===== src/mepg_pkg.sv =====
// ----------------------------------------------------------------------------
// mepg_pkg
// Shared constants for the midpoint ellipse point generator.
// ----------------------------------------------------------------------------
package mepg_pkg;

	localparam int COORD_BITS_DEF  = 8;
	localparam int RADIUS_BITS_DEF = 5;
	localparam int LIMIT_RESULTS   = 64;
	localparam int QUEUE_DEPTH     = 2;

endpackage


===== src/mepg_if.sv =====
// ----------------------------------------------------------------------------
// mepg_if
// Valid/ready channels for ellipse requests and generated point sets.
// ----------------------------------------------------------------------------
interface mepg_in_if #(
	parameter int COORD_BITS  = mepg_pkg::COORD_BITS_DEF,
	parameter int RADIUS_BITS = mepg_pkg::RADIUS_BITS_DEF
);
	logic                   valid;
	logic                   ready;
	logic [COORD_BITS-1:0]  center_x;
	logic [COORD_BITS-1:0]  center_y;
	logic [RADIUS_BITS-1:0] radius_x;
	logic [RADIUS_BITS-1:0] radius_y;

	modport source (output valid, center_x, center_y, radius_x, radius_y, input ready);
	modport sink   (input valid, center_x, center_y, radius_x, radius_y, output ready);
endinterface

interface mepg_out_if #(
	parameter int COORD_BITS  = mepg_pkg::COORD_BITS_DEF,
	parameter int RADIUS_BITS = mepg_pkg::RADIUS_BITS_DEF
);
	logic                         valid;
	logic                         ready;
	logic [RADIUS_BITS-1:0]       offset_x;
	logic [RADIUS_BITS-1:0]       offset_y;
	logic signed [COORD_BITS+1:0] x_plus;
	logic signed [COORD_BITS+1:0] x_minus;
	logic signed [COORD_BITS+1:0] y_plus;
	logic signed [COORD_BITS+1:0] y_minus;
	logic                         last_point;

	modport source (output valid, offset_x, offset_y, x_plus, x_minus, y_plus, y_minus,
		last_point, input ready);
	modport sink   (input valid, offset_x, offset_y, x_plus, x_minus, y_plus, y_minus,
		last_point, output ready);
endinterface


===== src/mepg_front.sv =====
// ----------------------------------------------------------------------------
// mepg_front
// Accepts ellipse requests, squares the radii and forms a job word.
// ----------------------------------------------------------------------------
module mepg_front #(
	parameter int COORD_BITS  = mepg_pkg::COORD_BITS_DEF,
	parameter int RADIUS_BITS = mepg_pkg::RADIUS_BITS_DEF,
	parameter int JOB_BITS    = 2 * COORD_BITS + 5 * RADIUS_BITS
) (
	input  logic                clk,
	input  logic                arst_n,
	mepg_in_if.sink             ellipse,
	output logic                push_valid,
	input  logic                push_ready,
	output logic [JOB_BITS-1:0] push_job
);

	localparam int SQ = 2 * RADIUS_BITS;

	logic                valid_s1;
	logic [JOB_BITS-1:0] job_s1;
	logic [SQ-1:0]       a2;
	logic [SQ-1:0]       b2;
	logic                take;

	assign ellipse.ready = !valid_s1 || push_ready;
	assign take          = ellipse.valid && ellipse.ready;
	assign a2            = SQ'(ellipse.radius_x) * SQ'(ellipse.radius_x);
	assign b2            = SQ'(ellipse.radius_y) * SQ'(ellipse.radius_y);

	always_ff @(posedge clk or negedge arst_n) begin
		if (!arst_n) begin
			valid_s1 <= 1'b0;
		end else if (ellipse.ready) begin
			valid_s1 <= ellipse.valid;
		end
	end

	always_ff @(posedge clk) begin
		if (take) begin
			job_s1 <= {ellipse.center_x, ellipse.center_y, ellipse.radius_y, a2, b2};
		end
	end

	assign push_valid = valid_s1;
	assign push_job   = job_s1;

endmodule


===== src/mepg_queue.sv =====
// ----------------------------------------------------------------------------
// mepg_queue
// Short job queue between the request front and the point sequencer.
// ----------------------------------------------------------------------------
module mepg_queue #(
	parameter int WIDTH = 8,
	parameter int DEPTH = mepg_pkg::QUEUE_DEPTH
) (
	input  logic             clk,
	input  logic             arst_n,
	input  logic             push_valid,
	output logic             push_ready,
	input  logic [WIDTH-1:0] push_data,
	output logic             pop_valid,
	input  logic             pop_ready,
	output logic [WIDTH-1:0] pop_data
);

	localparam int PW = (DEPTH > 1) ? $clog2(DEPTH) : 1;
	localparam int CW = $clog2(DEPTH + 1);

	logic [WIDTH-1:0] mem_q [DEPTH];
	logic [PW-1:0]    wr_ptr_q;
	logic [PW-1:0]    rd_ptr_q;
	logic [CW-1:0]    count_q;
	logic             push;
	logic             pop;

	assign push_ready = (count_q != CW'(DEPTH));
	assign pop_valid  = (count_q != '0);
	assign push       = push_valid && push_ready;
	assign pop        = pop_valid && pop_ready;
	assign pop_data   = mem_q[rd_ptr_q];

	always_ff @(posedge clk or negedge arst_n) begin
		if (!arst_n) begin
			wr_ptr_q <= '0;
			rd_ptr_q <= '0;
			count_q  <= '0;
		end else begin
			if (push) begin
				wr_ptr_q <= (wr_ptr_q == PW'(DEPTH - 1)) ? '0 : wr_ptr_q + 1'b1;
			end
			if (pop) begin
				rd_ptr_q <= (rd_ptr_q == PW'(DEPTH - 1)) ? '0 : rd_ptr_q + 1'b1;
			end
			if (push && !pop) begin
				count_q <= count_q + 1'b1;
			end else if (pop && !push) begin
				count_q <= count_q - 1'b1;
			end
		end
	end

	always_ff @(posedge clk) begin
		if (push) begin
			mem_q[wr_ptr_q] <= push_data;
		end
	end

`ifndef SYNTHESIS
	a_count_bound: assert property (@(posedge clk) disable iff (!arst_n)
		count_q <= CW'(DEPTH))
		else $error("queue fill count beyond depth");
`endif

endmodule


===== src/mepg_back.sv =====
// ----------------------------------------------------------------------------
// mepg_back
// Point sequencer: seeds the decision variables with a shared multiplier and
// walks both regions, one point set per cycle into the output register while it is free.
// ----------------------------------------------------------------------------
module mepg_back #(
	parameter int COORD_BITS  = mepg_pkg::COORD_BITS_DEF,
	parameter int RADIUS_BITS = mepg_pkg::RADIUS_BITS_DEF,
	parameter int JOB_BITS    = 2 * COORD_BITS + 5 * RADIUS_BITS
) (
	input  logic                clk,
	input  logic                arst_n,
	input  logic                pop_valid,
	output logic                pop_ready,
	input  logic [JOB_BITS-1:0] pop_job,
	mepg_out_if.source          point
);

	localparam int R   = RADIUS_BITS;
	localparam int SQ  = 2 * R;
	localparam int OW  = COORD_BITS + 2;
	localparam int NW  = $clog2(mepg_pkg::LIMIT_RESULTS);
	localparam int XW  = NW + 1;
	localparam int YW  = R + 2;
	localparam int OPW = (2 * R + 1 > 16) ? 2 * R + 1 : 16;
	localparam int MW  = 2 * OPW;
	localparam int DW  = MW + 3;

	typedef enum logic [10:0] {
		ST_IDLE  = 11'b000_0000_0001,
		ST_SEED  = 11'b000_0000_0010,
		ST_INIT  = 11'b000_0000_0100,
		ST_REG1  = 11'b000_0000_1000,
		ST_SQX   = 11'b000_0001_0000,
		ST_MULB  = 11'b000_0010_0000,
		ST_SQY   = 11'b000_0100_0000,
		ST_MULA  = 11'b000_1000_0000,
		ST_MULAB = 11'b001_0000_0000,
		ST_FIN   = 11'b010_0000_0000,
		ST_REG2  = 11'b100_0000_0000
	} state_t;

	state_t                 state_q;
	logic [COORD_BITS-1:0]  cx_q;
	logic [COORD_BITS-1:0]  cy_q;
	logic [R-1:0]           b_q;
	logic [SQ-1:0]          a2_q;
	logic [SQ-1:0]          b2_q;
	logic [XW-1:0]          x_q;
	logic signed [YW-1:0]   y_q;
	logic signed [DW-1:0]   dx_q;
	logic signed [DW-1:0]   dy_q;
	logic signed [DW-1:0]   d_q;
	logic signed [MW-1:0]   prod_q;
	logic [NW-1:0]          n_q;

	logic                   out_valid_q;
	logic [R-1:0]           offset_x_q;
	logic [R-1:0]           offset_y_q;
	logic [OW-1:0]          x_plus_q;
	logic [OW-1:0]          x_minus_q;
	logic [OW-1:0]          y_plus_q;
	logic [OW-1:0]          y_minus_q;
	logic                   last_q;

	logic signed [OPW-1:0]  op_a;
	logic signed [OPW-1:0]  op_b;
	logic signed [DW-1:0]   a2_w;
	logic signed [DW-1:0]   b2_w;
	logic signed [DW-1:0]   prod_w;
	logic signed [DW-1:0]   dx_n;
	logic signed [DW-1:0]   dy_n;
	logic                   out_free;
	logic                   walk1;
	logic                   emit;
	logic                   at_limit;
	logic                   last_w;

	assign a2_w     = DW'($signed({1'b0, a2_q}));
	assign b2_w     = DW'($signed({1'b0, b2_q}));
	assign prod_w   = DW'(prod_q);
	assign dx_n     = dx_q + b2_w + b2_w;
	assign dy_n     = dy_q - a2_w - a2_w;
	assign out_free = !out_valid_q || point.ready;
	assign walk1    = (dx_q < dy_q);
	assign at_limit = (n_q == NW'(mepg_pkg::LIMIT_RESULTS - 1));
	assign emit     = out_free && ((state_q == ST_REG1 && walk1) || state_q == ST_REG2);
	assign last_w   = at_limit || (state_q == ST_REG2 && y_q == '0);
	assign pop_ready = (state_q == ST_IDLE);

	always_comb begin
		op_a = '0;
		op_b = '0;
		unique case (state_q)
			ST_SEED: begin
				op_a = OPW'(a2_q);
				op_b = OPW'(b_q);
			end
			ST_SQX: begin
				op_a = OPW'({x_q, 1'b1});
				op_b = OPW'({x_q, 1'b1});
			end
			ST_MULB: begin
				op_a = OPW'(b2_q);
				op_b = prod_q[OPW-1:0];
			end
			ST_SQY: begin
				op_a = OPW'(y_q) - OPW'(1);
				op_b = OPW'(y_q) - OPW'(1);
			end
			ST_MULA: begin
				op_a = OPW'(a2_q);
				op_b = prod_q[OPW-1:0];
			end
			ST_MULAB: begin
				op_a = OPW'(a2_q);
				op_b = OPW'(b2_q);
			end
			default: begin
				op_a = '0;
				op_b = '0;
			end
		endcase
	end

	always_ff @(posedge clk or negedge arst_n) begin
		if (!arst_n) begin
			state_q <= ST_IDLE;
		end else begin
			unique case (state_q)
				ST_IDLE:  if (pop_valid) state_q <= ST_SEED;
				ST_SEED:  state_q <= ST_INIT;
				ST_INIT:  state_q <= ST_REG1;
				ST_REG1: begin
					if (!walk1) begin
						state_q <= ST_SQX;
					end else if (out_free && at_limit) begin
						state_q <= ST_IDLE;
					end
				end
				ST_SQX:   state_q <= ST_MULB;
				ST_MULB:  state_q <= ST_SQY;
				ST_SQY:   state_q <= ST_MULA;
				ST_MULA:  state_q <= ST_MULAB;
				ST_MULAB: state_q <= ST_FIN;
				ST_FIN:   state_q <= ST_REG2;
				ST_REG2:  if (out_free && last_w) state_q <= ST_IDLE;
				default:  state_q <= ST_IDLE;
			endcase
		end
	end

	always_ff @(posedge clk) begin
		unique case (state_q)
			ST_IDLE: begin
				{cx_q, cy_q, b_q, a2_q, b2_q} <= pop_job;
				x_q  <= '0;
				y_q  <= YW'(pop_job[2*SQ +: R]);
				dx_q <= '0;
				n_q  <= '0;
			end
			ST_SEED: prod_q <= MW'(op_a * op_b);
			ST_INIT: begin
				dy_q <= prod_w + prod_w;
				d_q  <= (b2_w <<< 2) - (prod_w <<< 2) + a2_w;
			end
			ST_REG1: begin
				if (emit) begin
					n_q  <= n_q + 1'b1;
					x_q  <= x_q + 1'b1;
					dx_q <= dx_n;
					if (d_q[DW-1]) begin
						d_q <= d_q + ((dx_n + b2_w) <<< 2);
					end else begin
						y_q  <= y_q - 1'b1;
						dy_q <= dy_n;
						d_q  <= d_q + ((dx_n - dy_n + b2_w) <<< 2);
					end
				end
			end
			ST_SQX, ST_MULB: prod_q <= MW'(op_a * op_b);
			ST_SQY: begin
				d_q    <= prod_w;
				prod_q <= MW'(op_a * op_b);
			end
			ST_MULA: prod_q <= MW'(op_a * op_b);
			// a2*(y-1)^2 joins at MULAB, the a2*b2 term leaves at FIN
			ST_MULAB: begin
				d_q    <= d_q + (prod_w <<< 2);
				prod_q <= MW'(op_a * op_b);
			end
			ST_FIN:  d_q <= d_q - (prod_w <<< 2);
			ST_REG2: begin
				if (emit) begin
					n_q  <= n_q + 1'b1;
					y_q  <= y_q - 1'b1;
					dy_q <= dy_n;
					if (!d_q[DW-1] && d_q != '0) begin
						d_q <= d_q + ((a2_w - dy_n) <<< 2);
					end else begin
						x_q  <= x_q + 1'b1;
						dx_q <= dx_n;
						d_q  <= d_q + ((dx_n - dy_n + a2_w) <<< 2);
					end
				end
			end
			default: begin
			end
		endcase
	end

	always_ff @(posedge clk or negedge arst_n) begin
		if (!arst_n) begin
			out_valid_q <= 1'b0;
		end else if (out_free) begin
			out_valid_q <= emit;
		end
	end

	always_ff @(posedge clk) begin
		if (emit) begin
			offset_x_q <= x_q[R-1:0];
			offset_y_q <= y_q[R-1:0];
			x_plus_q   <= OW'(cx_q) + OW'(x_q);
			x_minus_q  <= OW'(cx_q) - OW'(x_q);
			y_plus_q   <= OW'(cy_q) + OW'(y_q);
			y_minus_q  <= OW'(cy_q) - OW'(y_q);
			last_q     <= last_w;
		end
	end

	assign point.valid      = out_valid_q;
	assign point.offset_x   = offset_x_q;
	assign point.offset_y   = offset_y_q;
	assign point.x_plus     = x_plus_q;
	assign point.x_minus    = x_minus_q;
	assign point.y_plus     = y_plus_q;
	assign point.y_minus    = y_minus_q;
	assign point.last_point = last_q;

`ifndef SYNTHESIS
	a_last_ends: assert property (@(posedge clk) disable iff (!arst_n)
		emit && last_w |=> state_q == ST_IDLE)
		else $error("walk continued after last point set");
	a_y_nonneg: assert property (@(posedge clk) disable iff (!arst_n)
		emit |-> !y_q[YW-1])
		else $error("negative offset emitted");
	a_count_step: assert property (@(posedge clk) disable iff (!arst_n)
		emit && !last_w |=> n_q == $past(n_q) + 1'b1)
		else $error("point count did not advance");
	a_pop_idle: assert property (@(posedge clk) disable iff (!arst_n)
		out_valid_q && !point.ready |=> out_valid_q && $stable(last_q))
		else $error("pending point set lost");
`endif

endmodule


===== src/midpoint_ellipse_point_generator.sv =====
// Path: an accepted request passes the front register, the job queue and the states
// IDLE, SEED and INIT, then REG1 emits its first point set into the output register;
// when a zero radius leaves region one empty, SQX to FIN run before REG2 emits it.
// Throughput: one point set per cycle while walking and the output is not stalled; an
// ellipse also needs the take, seeding and region change, on one shared multiplier.
// Reset: arst_n clears all control state at once; no clearing pass.
// ----------------------------------------------------------------------------
// midpoint_ellipse_point_generator
// Two-region midpoint ellipse rasteriser emitting symmetric point sets.
// ----------------------------------------------------------------------------
module midpoint_ellipse_point_generator #(
	parameter int COORD_BITS  = mepg_pkg::COORD_BITS_DEF,
	parameter int RADIUS_BITS = mepg_pkg::RADIUS_BITS_DEF
) (
	input  logic        clk,
	input  logic        arst_n,
	mepg_in_if.sink     ellipse,
	mepg_out_if.source  point
);

	localparam int JOB_BITS = 2 * COORD_BITS + 5 * RADIUS_BITS;

	logic                push_valid;
	logic                push_ready;
	logic [JOB_BITS-1:0] push_job;
	logic                pop_valid;
	logic                pop_ready;
	logic [JOB_BITS-1:0] pop_job;

	mepg_front #(
		.COORD_BITS  (COORD_BITS),
		.RADIUS_BITS (RADIUS_BITS),
		.JOB_BITS    (JOB_BITS)
	) u_front (
		.clk        (clk),
		.arst_n     (arst_n),
		.ellipse    (ellipse),
		.push_valid (push_valid),
		.push_ready (push_ready),
		.push_job   (push_job)
	);

	mepg_queue #(
		.WIDTH (JOB_BITS),
		.DEPTH (mepg_pkg::QUEUE_DEPTH)
	) u_queue (
		.clk        (clk),
		.arst_n     (arst_n),
		.push_valid (push_valid),
		.push_ready (push_ready),
		.push_data  (push_job),
		.pop_valid  (pop_valid),
		.pop_ready  (pop_ready),
		.pop_data   (pop_job)
	);

	mepg_back #(
		.COORD_BITS  (COORD_BITS),
		.RADIUS_BITS (RADIUS_BITS),
		.JOB_BITS    (JOB_BITS)
	) u_back (
		.clk       (clk),
		.arst_n    (arst_n),
		.pop_valid (pop_valid),
		.pop_ready (pop_ready),
		.pop_job   (pop_job),
		.point     (point)
	);

endmodule

===== src/flat_wrapper.sv =====
// flat-port wrapper written by rule: the top's interface ports become plain ports
module midpoint_ellipse_point_generator_flat 
#(
	parameter int COORD_BITS  = mepg_pkg::COORD_BITS_DEF,
	parameter int RADIUS_BITS = mepg_pkg::RADIUS_BITS_DEF
)
  (clk, arst_n, ellipse_valid, ellipse_center_x, ellipse_center_y, ellipse_radius_x, ellipse_radius_y, ellipse_ready, point_valid, point_offset_x, point_offset_y, point_x_plus, point_x_minus, point_y_plus, point_y_minus, point_last_point, point_ready);
  mepg_in_if #(.COORD_BITS(COORD_BITS), .RADIUS_BITS(RADIUS_BITS)) ellipse_i ();
  mepg_out_if #(.COORD_BITS(COORD_BITS), .RADIUS_BITS(RADIUS_BITS)) point_i ();
  input  logic clk;
  input  logic arst_n;
  input wire logic [$bits(ellipse_i.valid)-1:0] ellipse_valid;
  input wire logic [$bits(ellipse_i.center_x)-1:0] ellipse_center_x;
  input wire logic [$bits(ellipse_i.center_y)-1:0] ellipse_center_y;
  input wire logic [$bits(ellipse_i.radius_x)-1:0] ellipse_radius_x;
  input wire logic [$bits(ellipse_i.radius_y)-1:0] ellipse_radius_y;
  output wire logic [$bits(ellipse_i.ready)-1:0] ellipse_ready;
  output wire logic [$bits(point_i.valid)-1:0] point_valid;
  output wire logic [$bits(point_i.offset_x)-1:0] point_offset_x;
  output wire logic [$bits(point_i.offset_y)-1:0] point_offset_y;
  output wire logic [$bits(point_i.x_plus)-1:0] point_x_plus;
  output wire logic [$bits(point_i.x_minus)-1:0] point_x_minus;
  output wire logic [$bits(point_i.y_plus)-1:0] point_y_plus;
  output wire logic [$bits(point_i.y_minus)-1:0] point_y_minus;
  output wire logic [$bits(point_i.last_point)-1:0] point_last_point;
  input wire logic [$bits(point_i.ready)-1:0] point_ready;
  assign ellipse_i.valid = ellipse_valid;
  assign ellipse_i.center_x = ellipse_center_x;
  assign ellipse_i.center_y = ellipse_center_y;
  assign ellipse_i.radius_x = ellipse_radius_x;
  assign ellipse_i.radius_y = ellipse_radius_y;
  assign ellipse_ready = ellipse_i.ready;
  assign point_valid = point_i.valid;
  assign point_offset_x = point_i.offset_x;
  assign point_offset_y = point_i.offset_y;
  assign point_x_plus = point_i.x_plus;
  assign point_x_minus = point_i.x_minus;
  assign point_y_plus = point_i.y_plus;
  assign point_y_minus = point_i.y_minus;
  assign point_last_point = point_i.last_point;
  assign point_i.ready = point_ready;
  midpoint_ellipse_point_generator #(.COORD_BITS(COORD_BITS), .RADIUS_BITS(RADIUS_BITS)) u_core (.clk(clk), .arst_n(arst_n), .ellipse(ellipse_i), .point(point_i));
endmodule

===== config.mk =====
export PLATFORM = sky130hd
export DESIGN_NAME = midpoint_ellipse_point_generator_flat
export DESIGN_NICKNAME = d
export VERILOG_FILES = /design/src/mepg_pkg.sv /design/src/mepg_if.sv /design/src/mepg_front.sv /design/src/mepg_queue.sv /design/src/mepg_back.sv /design/src/midpoint_ellipse_point_generator.sv /design/src/flat_wrapper.sv
export SDC_FILE = /design/constraint.sdc
export NUM_CORES = 2
export LEC_CHECK = 0
export BUFFER_PORTS_ARGS = -buffer_cell sky130_fd_sc_hd__buf_4
export CAP_MARGIN = 40
export CORE_MARGIN = 2
export CORE_UTILIZATION = 55
export CTS_CLUSTER_DIAMETER = 60
export DETAILED_ROUTE_END_ITERATION = 16
export PLACE_DENSITY = 0.71
export SETUP_SLACK_MARGIN = 0.4
export SYNTH_ARGS = -nofsm -noshare
export SYNTH_HDL_FRONTEND = slang
export SYNTH_SLANG_ARGS = --single-unit

===== constraint.sdc =====
create_clock -name clk -period 11.8 [get_ports clk]
set_input_delay 0.59 -clock clk [delete_from_list [all_inputs] [get_ports clk]]
set_output_delay 0.59 -clock clk [all_outputs]
set_load 0.05 [all_outputs]

Word-level counts from Yosys, hierarchy flattened
Memories as Yosys holds them, arrays and structs flattened.
Index checks and enable logic that the tools add are counted.
- bits in read-only memories: 0
- bits in latches: 0
- memories kept: 1
- word-level logic and storage cells: 156
- bits in writable memories: 82
- bits in registers: 307
- bits of input ports: 30
- memory list (memory ; words ; bits a word ; read ports ; clocked after Yosys merged registers in ; write ports ; RTL line ; RTL):
    u_core.u_queue.mem_q ; 2 ; 41 ; 1 ; 0 ; 1 ; mepg_queue.sv:22 ; logic [WIDTH-1:0] mem_q [DEPTH];
- multipliers: 3
- reduce and logical (&&, ||, !) cells: 38
- muxes and demuxes: 36
- equality and inequality tests: 21
- magnitude comparators: 1
- shift-type cells: 0
- $add $sub $neg: 30
- bitwise operators: 0
- divide/modulo/power cells: 0
- operators with widths (kind ; count):
    $mux 35 ; 10
    $pmux 35 s3 ; 2
    $pmux 35 s6 ; 1
    $add 35x35->35 ; 4
    $pmux 11 s11 ; 1
    $add 35x11->35 ; 3
    $add 33x11->33 ; 3
    $pmux 16 s5 ; 1
    $sub 35x11->35 ; 2
    $pmux 16 s4 ; 1
    $mux 11 ; 4
    $mux 7 ; 6
    $pmux 7 s3 ; 2
    $add 35x34->35 ; 1
    $lt 35x35->1 ; 1
    $reduce_bool 35->1 ; 1
    $sub 13x34->35 ; 1
    $sub 35x34->35 ; 1
    $add 32x32->33 ; 1
    $sub 11x33->33 ; 1
    $sub 33x33->33 ; 1
    $mul 16x16->32 ; 1
    $mul 5x5->10 ; 2
    $ne 2x2->1 const B ; 6
    other kinds (42) ; 72

Logic depth before layout (Yosys ltp)
- depth in word-level cells: 8
- depth in mapped cells: 41

By module
From an unflattened synthesis, not the netlist that was laid out.
- cell total of the unflattened synthesis: 3864
- area, all modules: 36912.9 µm²
- by module, submodules not included (module ; sequential area each (µm²) ; area each (µm²) ; cells each ; instances):
    mepg_back ; 7628.6 ; 31423.9 ; 3550 ; 1
    mepg_queue ; 2562.5 ; 3355.7 ; 146 ; 1
    mepg_front ; 1166.1 ; 2133.3 ; 168 ; 1

Worst setup path after synthesis
Ideal clock, no wire load.
- path kind: reg-to-reg
- start point: register u_core.u_back.state_q[1]
- end point: register u_core.u_back.prod_q[31] (data pin)
- path buffers: 3
- period minus slack after synthesis: 8.605 ns
- arrival time: 8.345 ns
- stages on the path, launching flop included: 36
- setup time: 0.260 ns
- setup slack: 3.195 ns
- cells stage by stage: dfrtp_1 -> or4_1 -> nor4_1 -> and4b_1 -> clkbuf_1 -> or2_2 -> clkbuf_1 -> clkbuf_1 -> a21oi_1 -> o21ai_1 -> nand2_1 -> fa_1 -> inv_1 -> fa_1 -> ha_1 -> inv_1 -> fa_1 -> fa_1 -> fa_1 -> inv_1 -> ha_1 -> a21oi_1 -> o21bai_1 -> a21oi_1 -> o21bai_1 -> a21oi_1 -> o21bai_1 -> a21oi_1 -> nor2b_1 -> o31ai_1 -> a211o_1 -> nand3_1 -> o311ai_0 -> o2111ai_1 -> a21oi_1 -> xnor2_1
- longest elaborated chain between the ends: 4
- RTL lines (what ; RTL line ; RTL):
    from (decl) ; mepg_back.sv:43 ; state_t state_q;
    from (signal assigned) ; mepg_back.sv:128 ; state_q <= ST_IDLE;
    from (signal assigned) ; mepg_back.sv:131 ; ST_IDLE: if (pop_valid) state_q <= ST_SEED;
    from (signal assigned) ; mepg_back.sv:132 ; ST_SEED: state_q <= ST_INIT;
    $eq 11x9->1, or another cell as far along ; mepg_back.sv:94, mepg_back.sv:154 ;
    $reduce_or 3->1 (no source line) / $reduce_or 2->1 (equally long branches) ; n/a ;
    $pmux 16 s4 / $pmux 16 s5 (equally long branches) ; mepg_back.sv:94 ; unique case (state_q)
    $mul 16x16->32 (*) ; n/a ;
    to (signal assigned) ; mepg_back.sv:162 ; ST_SEED: prod_q <= MW'(op_a * op_b);
    to (signal assigned) ; mepg_back.sv:181 ; ST_SQX, ST_MULB: prod_q <= MW'(op_a * op_b);
    to (signal assigned) ; mepg_back.sv:184 ; prod_q <= MW'(op_a * op_b);
    to (decl) ; mepg_back.sv:54 ; logic signed [MW-1:0] prod_q;
Mark *: on every way between the ends. The rest lies on a longest branch, timed or not.
A chain may end at the register's enable or synchronous reset.

Worst setup path in the final report
- start point: register u_core.u_back.state_q[3]
- end point: register u_core.u_back.prod_q[31] (data pin)
The elaborated chain is that of the path after synthesis.

==> reports/metrics.yaml <==
syn_nets: 4414
core_area_mm2: 0.0657
outcome: "complete, no violations"
h-tree-depth: 2
synthSimpleGateAreaFrac_pct: 16.9
clk_latency_ns: 0.61
synth_area_leaders: "edfxtp_1 (29%), fa_1 (12%), ha_1 (9.5%)"
timing.final.crit_period_ns: 9.79
fin_nets: 4459
fmax_mhz: 102
slowest_stage: "nor3b_1"
worstSetupEndpointType: "flip-flop"
grt_overflow: 0
vias: 28800
numCtsBuffers: 47
final_core_util_pct: 60.5
drv_cap: 0
crit_fanout: 17
gp_congestion: 0.948
first_pass_iters: 6
fin_skew_ns: 0.0590
synth_mux_area_share_pct: 1.73
grt_start_max_net_pins: 50
synth_ff_type: "edfxtp_1"
dp_hpwl_um: 75600
drt_iter0_markers: 2633
cts_setup_buffers: 0
yosysTopAreaCellShare_pct: 29.2
crit_type: "flip-flop to flip-flop"
yosysSeqAreaShare_pct: 30.4
cts_num_sinks: 372
fin_tns_setup_ns: 0
cpPeakStageDelay_ns: 0.68
fp.dieArea_mm2: 0.0684
rsz0062_at_grt: "false"
cts_tree: "done"
drt_wl_total_um: 96300
clk_pin_slew_ns: 0.06
grtUsageTotal_pct: 28.6
avgSynthCellArea_um2: 9.41
regToRegSetupSlack_ns: 2.01
die_y_um: 262
grt_pass1_vias: 28300
cp_top_family: "adder cells"
rows: 94
finalMaxSlewViolations: 0
antennaDiodeCount: 0
drive_gt1_share_pct: 8.83
io_pins: 83
cpMostUsedCell: "fa_1"
syn_inst: 3879
whs_endpoint: "u_core.u_front.push_job[25]"
vias_per_cell: 5.96
min-delay-path-class: "input port to flip-flop"
ant_nets: 0
root_buffer: "clkbuf_16"
hold_depth: 1
synthAdderAreaFrac_pct: 22.2
yosysTopAreaCell: "edfxtp_1"
rr_endpoint: "u_core.u_back.prod_q[31]"
synth-compound-area-share_pct: 14.6
portBuffers: 81
cts.path.max_buffers: 3
finalCritPeriodShare_pct: 83.0
hold_start: "ellipse_center_y[0]"
hold_violations: 0
critPathRequiredTime_ns: 12.11
wl_per_cell_um: 20.0
cp_num_buf_inv: 4
synth_top_family_by_area: "adder cells"
r2r_cells: 30
antenna_found_initial: 0
grt_pass1_wl_um: 154000
ys_types: 117
yosysWarnings: 0
area_growth_pct: 8.93
cp_data_arrival_time_ns: 10.10
start_util_pct: 55.5
tightest_slew_ns: 0.945
reg2reg_from: "u_core.u_back.state_q[3]"
slew_headroom_pct: 36.6
synth_seq_cells: 372
synth_area_mm2: 0.0365
drc_errors: 0
synth_edf_count: 355
cp-start-kind: "flip-flop"
die_w_um: 262
layout_commonest_cell: "inv_1"
yosys.area_share.xor_xnor_pct: 8.55
setup_viol_count_final: 0
async_flop_share_pct: 4.57
final_cell_mix: "inv_1 (393), edfxtp_1 (355), nor2_1 (354)"
## cell usage after synthesis (30+ instances only)
cell and count:
nor4_1 30, a21oi_1 207, clkbuf_1 116, o21ai_0 164, a21o_1 59, nand3_1 93, nand2b_1 42, and2_1 67
nor3_1 91, o21a_1 38, fa_1 227, mux2_2 48, edfxtp_1 355, and3_1 46, nand2_1 293, a22oi_1 49
xnor2_1 230, inv_1 393, o21bai_1 37, nand4_1 36, or3_1 31, ha_1 278, nor2b_1 46, nor2_1 356
xor2_1 113
## stage by stage
step	worst slack, ns	instance area (µm²)	std cells	hold slack, ns
after global placement	2.35	38000	4721	0.423
after global routing	1.28	39800	4827	0.136
final	2.01	39800	4827	0.158
after CTS	2.13	39800	4827	0.132
after detailed placement	2.21	38100	4738	0.430
after floorplan	3.20	36500	3879	0.294
## routing by layer
layer	track usage (%)	vias to the layer above	part of all wire [%]
li1	-	13700	-
met1	41.2	13800	45
met2	44.5	1060	45
met3	4.34	160	7.9
met4	8.60	0	2.8
met5	0	-	0
## registers in the layout (all words and copies together) (netlist names), 2 cells and up
signal	cells
u_core.u_back.state_q	11
u_core.u_back.n_q	6
u_core.u_back.d_q	35
u_core.u_back.a2_q	9
u_core.u_back.dx_q	34
u_core.u_queue.count_q	2
u_core.u_back.point.y_minus	9
u_core.u_queue.mem_q	76
u_core.u_front.push_job	38
u_core.u_back.prod_q	32
u_core.u_back.y_q	7
u_core.u_back.dy_q	35
u_core.u_back.b2_q	8
u_core.u_back.cx_q	8
u_core.u_back.b_q	5
u_core.u_back.point.x_plus	9
u_core.u_back.point.offset_y	5
u_core.u_back.point.y_plus	10
u_core.u_back.point.offset_x	5
u_core.u_back.x_q	7
u_core.u_back.point.x_minus	8
u_core.u_back.cy_q	8
## layout make-up
cell class,count,area (µm²)
Timing Repair Buffer,135,1030
Inverter,397,1490
Clock buffer,58,1240
Multi-Input combinational cell,2971,23400
Fill cell,5574,26000
Clock inverter,30,382
Tap cell,864,1080
Sequential cell,372,11100
## kinds of logic after synthesis
family          after synthesis
simple gates               1242
compound gates              809
buf+inv                     536
fa+ha+maj                   514
mux                          57
xor+xnor                    348
flops                       372
other cells                   1
## worst max path at each step
stage	start	to	slack, ns	depth (start not counted)
final	u_core.u_back.state_q[3]	u_core.u_back.prod_q[31]	2.01	30
after global routing	u_core.u_back.state_q[3]	u_core.u_back.prod_q[31]	1.28	32
after CTS	u_core.u_back.state_q[3]	u_core.u_back.prod_q[31]	2.13	30
after detailed placement	u_core.u_back.state_q[3]	u_core.u_back.prod_q[31]	2.21	30
after global placement	u_core.u_back.state_q[3]	u_core.u_back.prod_q[31]	2.35	32
after floorplan	u_core.u_back.state_q[1]	u_core.u_back.prod_q[31]	3.20	35
## repair_timing
item,CTS,global route
hold buffers,1,0
gates resized for setup,0,0
hold endpoints to repair,16,0
Power is left out: the tool's default activity adds up to more than one toggle a clock period on the data nets, which glitch-free logic cannot reach.
